## config.mk

```make
export PLATFORM = sky130hd
export DESIGN_NAME = tlge_row_rule
export DESIGN_NICKNAME = d
export VERILOG_FILES = /design/src/tlge_pkg.sv /design/src/tlge_row_rule.sv
export SDC_FILE = /design/constraint.sdc
export NUM_CORES = 1
export LEC_CHECK = 0
export BUFFER_PORTS_ARGS = -buffer_cell sky130_fd_sc_hd__buf_2
export CAP_MARGIN = 5
export CORE_MARGIN = 4
export CORE_UTILIZATION = 44
export DETAILED_ROUTE_END_ITERATION = 16
export GPL_ROUTABILITY_DRIVEN = 0
export PLACE_DENSITY = 0.65
export SKIP_LAST_GASP = 1
export SYNTH_ARGS = -nofsm -noshare
export SYNTH_HDL_FRONTEND = slang
export SYNTH_SLANG_ARGS = --single-unit
```

## constraint.sdc

```tcl
create_clock -name vclk -period 8.15
set_input_delay 1.63 -clock vclk [all_inputs]
set_output_delay 1.63 -clock vclk [all_outputs]
set_load 0.02 [all_outputs]
```

## src/tlge_pkg.sv

```systemverilog
`timescale 1ns / 1ps

package tlge_pkg;

    localparam int OP_W       = 2;
    localparam int COORD_W    = 6;
    localparam int SIZE_W     = 7;
    localparam int ROW_CNT_W  = 8;
    localparam int IN_DATA_W  = 16;
    localparam int OUT_DATA_W = 8;

    localparam int MIN_SIZE    = 3;
    localparam int RESET_SIZE  = 64;
    localparam int BIRTH_COUNT = 3;
    localparam int STAY_COUNT  = 2;

    typedef enum logic [OP_W-1:0] {
        OP_WRITE   = 2'd0,
        OP_READ    = 2'd1,
        OP_TOGGLE  = 2'd2,
        OP_ADVANCE = 2'd3
    } op_t;

    typedef enum logic {
        CFG_COLS = 1'b0,
        CFG_ROWS = 1'b1
    } cfg_idx_t;

    typedef logic [SIZE_W-1:0]    dim_t;
    typedef logic [ROW_CNT_W-1:0] row_cnt_t;

    // clamp a size register to [3, max_val]
    function automatic dim_t eff_size(input dim_t val, input int unsigned max_val);
        dim_t res;
        if (val < dim_t'(MIN_SIZE))
            res = dim_t'(MIN_SIZE);
        else if (32'(val) > max_val)
            res = dim_t'(max_val);
        else
            res = val;
        return res;
    endfunction

endpackage

```

## src/tlge_row_rule.sv

```systemverilog
`timescale 1ns / 1ps

module tlge_row_rule #(
    parameter int COLS = 64
) (
    input  logic [COLS-1:0] row_up,
    input  logic [COLS-1:0] row_mid,
    input  logic [COLS-1:0] row_dn,
    input  tlge_pkg::dim_t  cols_eff,
    output logic [COLS-1:0] row_out
);
    import tlge_pkg::*;

    localparam int CW = $clog2(COLS);

    logic [CW-1:0] last_idx;

    assign last_idx = CW'(cols_eff - dim_t'(1));

    for (genvar c = 0; c < COLS; c++)
    begin : g_col
        logic       l_up, l_mid, l_dn;
        logic       r_up, r_mid, r_dn;
        logic       active;
        logic [3:0] count;

        assign active  = (32'(cols_eff) > c);

        // left neighbor wraps to the last active column
        if (c == 0)
        begin : g_left_wrap
            assign l_up  = row_up[last_idx];
            assign l_mid = row_mid[last_idx];
            assign l_dn  = row_dn[last_idx];
        end
        else
        begin : g_left
            assign l_up  = row_up[c-1];
            assign l_mid = row_mid[c-1];
            assign l_dn  = row_dn[c-1];
        end

        // right neighbor wraps to column zero past the last active column
        if (c == COLS - 1)
        begin : g_right_wrap
            assign r_up  = row_up[0];
            assign r_mid = row_mid[0];
            assign r_dn  = row_dn[0];
        end
        else
        begin : g_right
            logic is_last;

            assign is_last = (32'(cols_eff) == c + 1);
            assign r_up  = is_last ? row_up[0]  : row_up[c+1];
            assign r_mid = is_last ? row_mid[0] : row_mid[c+1];
            assign r_dn  = is_last ? row_dn[0]  : row_dn[c+1];
        end

        assign count = 4'(l_up) + 4'(row_up[c]) + 4'(r_up)
                     + 4'(l_mid) + 4'(r_mid)
                     + 4'(l_dn) + 4'(row_dn[c]) + 4'(r_dn);

        assign row_out[c] = active & ((count == 4'(BIRTH_COUNT))
                          | (row_mid[c] & (count == 4'(STAY_COUNT))));
    end

endmodule

```

### Yosys cells after proc, flatten, opt, wreduce, memory -nomap -nowiden

Index checks and enable logic that the tools add are counted.

| word-level totals | value |
|---|---|
| flip-flop bits (word level) | 0 |
| latch bits | 0 |
| RAM bits | 0 |
| bits in read-only memories | 0 |
| logic and storage cells | 1092 |
| memories | 0 |

| operators by class | value |
|---|---|
| add/subtract/negate cells | 449 |
| multiply operators | 0 |
| div/mod/pow operators | 0 |
| $lt $le $gt $ge | 65 |
| equal/unequal tests | 191 |
| shift-type cells | 0 |
| multiplexer cells | 195 |
| bitwise operators | 192 |
| reduce and logical (&&, ||, !) cells | 0 |

Operators with widths:

| cell | count |
|---|---|
| adder 4 x 1 -> 4 bit | 256 |
| equality test 4 x 2 -> 1 bit (second input constant) | 128 |
| adder 3 x 1 -> 4 bit | 64 |
| equality test 7 x 6 -> 1 bit (second input constant) | 32 |
| > comparator 7 x 6 -> 1 bit (second input constant) | 32 |
| adder 2 x 1 -> 3 bit | 64 |
| 2-to-1 mux 1 bit | 192 |
| adder 1 x 1 -> 2 bit | 64 |
| AND 1 bit | 128 |
| equality test 7 x 5 -> 1 bit (second input constant) | 16 |
| > comparator 7 x 5 -> 1 bit (second input constant) | 16 |
| OR 1 bit | 64 |
| equality test 7 x 4 -> 1 bit (second input constant) | 8 |
| > comparator 7 x 4 -> 1 bit (second input constant) | 8 |
| equality test 7 x 3 -> 1 bit (second input constant) | 4 |
| > comparator 7 x 3 -> 1 bit (second input constant) | 4 |
| binary-select mux 1 bit (select 6 bit) | 3 |
| equality test 7 x 2 -> 1 bit (second input constant) | 2 |
| > comparator 7 x 1 -> 1 bit (second input constant) | 2 |
| > comparator 7 x 2 -> 1 bit (second input constant) | 2 |
| equality test 7 x 1 -> 1 bit (second input constant) | 1 |
| < comparator 6 x 7 -> 1 bit (second input constant) | 1 |
| subtractor 6 x 1 -> 6 bit (second input constant) | 1 |

### Depth between registers and ports, before layout

| logic depth | value |
|---|---|
| depth after elaboration | 14 |
| depth in mapped cells | 21 |
| depth with buffers taken out | 18 |

### Least setup slack after synthesis

No wires, ideal clock.

| timing path | value |
|---|---|
| kind | in2out |
| start point | input cols_eff[0] |
| end point | output row_out[0] |
| arrival | 6.172 ns |
| required time | 6.520 ns |
| setup slack | 0.348 ns |
| cell stages on the path | 20 |
| buffers on the path | 4 |
| cells stage by stage | buf_4 > inv_1 > ha_1 > buf_2 > buf_2 > buf_2 > mux2i_1 > a22oi_1 > nand3_1 > nand4_1 > mux2_2 > fa_1 > inv_1 > fa_1 > fa_1 > inv_1 > ha_1 > fa_1 > o21ai_0 > o2111a_1 |

| between the ends | value |
|---|---|
| cells in the longest elaborated chain, start to end | 14 |
| elaborated cells between the ends (all ways) | 24 |

RTL lines:

| element | line | source |
|---|---|---|
| from (decl) | tlge_row_rule.sv:9 | `input tlge_pkg::dim_t cols_eff,` |
| subtractor 6 x 1 -> 6 bit | tlge_row_rule.sv:18 | `assign last_idx = CW'(cols_eff - dim_t'(1));` |
| binary-select mux 1 bit (select 6 bit) | tlge_row_rule.sv:32 | `assign l_up = row_up[last_idx];` |
| 2-to-1 mux 1 bit (not written as such) | tlge_row_rule.sv:32 |  |
| adder 1 x 1 -> 2 bit | tlge_row_rule.sv:60 | `assign count = 4'(l_up) + 4'(row_up[c]) + 4'(r_up)` |
| adder 2 x 1 -> 3 bit | tlge_row_rule.sv:60 |  |
| adder 3 x 1 -> 4 bit | tlge_row_rule.sv:61 | `+ 4'(l_mid) + 4'(r_mid)` |
| adder 4 x 1 -> 4 bit | tlge_row_rule.sv:61 |  |
| adder 4 x 1 -> 4 bit (3 in series) | tlge_row_rule.sv:62 | `+ 4'(l_dn) + 4'(row_dn[c]) + 4'(r_dn);` |
| equality test 4 x 2 -> 1 bit | tlge_row_rule.sv:65 | `\| (row_mid[c] & (count == 4'(STAY_COUNT))));` |
| AND 1 bit | tlge_row_rule.sv:65 |  |
| OR 1 bit | tlge_row_rule.sv:65 |  |
| AND 1 bit (*) | tlge_row_rule.sv:64 | `assign row_out[c] = active & ((count == 4'(BIRTH_COUNT))` |
| to (decl) | tlge_row_rule.sv:10 | `output logic [COLS-1:0] row_out` |

Mark *: on every way between the ends. The rest lies on a longest branch, timed or not. The select of a mux whose other input is x is not followed.

### Final worst setup path

Ends and elaborated chain as after synthesis.

==> impl_results.md <==
- Post-route worst setup slack: 0.129 ns
- Initial Util: 45.0%
- I/O Buffers: 263
- Measured slew at the worst slew-check pin: 0.943 ns
- Initial antenna violation count: 4
- HPWL Detailed: 44200 um
- Setup TNS: 0 ns
- Critical setup path kind: in -> out
- Mapped Cells: 1641
- Overall die height: 191 um
- Die area: 0.0365 mm^2
- Largest area contributor in the netlist: fa_1
- Via density: 5.98
- Avg Inst Size Synth: 9.00 um^2
- Synthesis-to-layout area growth: 14.4%
- Worst EP arrival: 6.39 ns
- Crit path max fanout: 21
- Bufs and invs on worst path: 6
- Num ports: 263
- Syn_nets: 2293
- Status: complete, no violations
- Vias in the first global route: 14400
- Commonest cells after routing, fill and taps aside: buf_2, fa_1, inv_1
- First-pass GRT wire length: 81100 um
- CP Depth: 19
- DR iter-0 viols: 1232
- Clk_buf instances: 0
- Worst path cell trace: buf_2 -> clkinvlp_4 -> ha_4 -> buf_16 -> mux2i_1 -> a22oi_1 -> nand3_1 -> nand4_1 -> mux2_2 -> fa_1 -> inv_1 -> fa_1 -> fa_1 -> inv_1 -> ha_1 -> fa_1 -> o21ai_0 -> o2111a_1 -> buf_4
- DR vias: 13900
- Global Route Usage Sum: 28.0%
- Synth area leaders: fa_1, ha_1, mux2i_1
- Fillers: 3123
- Post-layout min period: 8.02 ns
- YS warnings: 0
- Post-layout nets: 2539
- Fin cells: 2329
- Ratio of cells with drive above 1 in the final layout: 19.3%
- Placed insts: 2320
- Sequential element share of the synthesized area: 0%
- Max-slew headroom: 36.9%
- Storage cell area: 0 um^2
- Final Cell Area: 0.0169 mm^2
- WHS Path Cells: 4
- Power Dens Cells: 119 mW/mm^2
- Hold Path Class: in -> out
- Residual DRC: 0
- Die Width: 191 um
- Drt first pass iters: 8
- Worst EP required: 6.52 ns
- Worst path most repeated cell: fa_1
- Leakage: 0.00841 uW
- Maximum vdd drop: 0.111 mV
- Achievable frequency: 0.125 GHz
- Core ar.: 0.0328 mm^2
- Crit path max-delay family: adder cells
- Largest net degree at the start of global routing: 67
- Slowest CP cell: fa_1
- Post-synth cell types: 47
- DRT Wirelength: 52000 um
- Setup-failing EPs final: 0
- Num rows: 66
- Pre-CTS setup slack: 0.0783 ns
- GRT overflow: 0
- Max incr delay on CP: 0.54 ns
- CP Capture Type: primary output
- Max-cap viol count: 0
- Seq_cells: 0
- Commonest non-fill, non-tap cell in the layout: buf_2
- Worst Setup Start Kind: primary input
- Detailed-route wire length per cell: 22.3 um
- DP Area: 0.0167 mm^2
- Final hold violations: 0
- Cts hold-fix bufs: 0
- Post-Syn Area: 0.0148 mm^2
- Top-area cell type share of the netlist area: 34.7%
- Pins Over Slew Limit: 0
- Final worst path period share: 98.4%
- Final ANT Viol Nets: 0
[worst paths after layout]
kind / endpoint / slack, ns / startpoint
worst min-delay path: row_out[8] / 3.75 / row_mid[8]
worst max-delay path: row_out[0] / 0.13 / cols_eff[0]
[power breakdown]
| group | switching, uW | internal, uW |
|---|---|---|
| sequential | 0 | 0 |
| combinational | 1180 | 826 |
| clock | 0 | 0.0000328 |
[synthesized netlist by cell type (all sizes together), types with 2 or more instances]
cell type	count
o211ai	26
fa	256
and3	4
a21oi	91
o2111a	2
xnor2	3
nor2	85
a22o	2
o21a	4
nand3b	4
ha	197
nand4	5
mux4	8
o21ai	126
o2111ai	12
inv	209
nor3	17
buf	27
nand2	101
or2	3
nand2b	6
nor4	4
o22ai	3
mux2	28
a31oi	5
nor2b	2
a22oi	40
a32oi	2
nand3	104
o221ai	3
clkbuf	36
mux2i	210
o22a	2
and2	2
nor4b	4
[area by class of cell]
| type | instances | area (um^2) | share of cell area, % |
|---|---|---|---|
| Tap cell | 442 | 553 | 3.27 |
| Timing Repair Buffer | 307 | 1770 | 10.5 |
| Multi-Input combinational cell | 1369 | 13800 | 81.5 |
| Inverter | 209 | 788 | 4.67 |
| Antenna cell | 2 | 5.00 | 0.0296 |
[per-layer routing]
metal,vias up,wire length [um],GRT usage (%),share of wire (%)
met1,6758,21000,39.0,40
met4,6,2220,9.14,4.3
li1,6245,-,-,-
met3,164,5230,4.04,10
met5,-,34,0,0.065
met2,764,23600,45.2,45
[through the flow]
step	utilization, %	power, uW	hold WS (ns)
floorplan	-	1370	3.49
global placement	51.0	1900	3.76
detailed placement	51.0	1980	3.75
CTS	51.0	1990	3.75
global route	51.5	2300	3.77
finish	51.5	2000	3.75
[logic make-up after synthesis]
kind of cell | after synthesis | synth area share (%)
simple gates | 344 | 10.6
fa+ha+maj | 453 | 51.4
mux | 246 | 17.6
buf+inv | 272 | 7.16
xor+xnor | 4 | 0.288
compound gates | 322 | 12.9
[worst min-delay path, stage by stage]
cell      delay (ns)
buf_2           0.15
o211ai_1        0.11
nor2_1          0.07
buf_2           0.16
[repair_timing]
| action | 4_1_cts | 5_1_grt |
|---|---|---|
| buffers inserted | 0 | 4 |
| gates resized for setup | 0 | 20 |
| setup endpoints to repair | 0 | 1 |
Note: power is estimated with default switching activity, not from simulation.
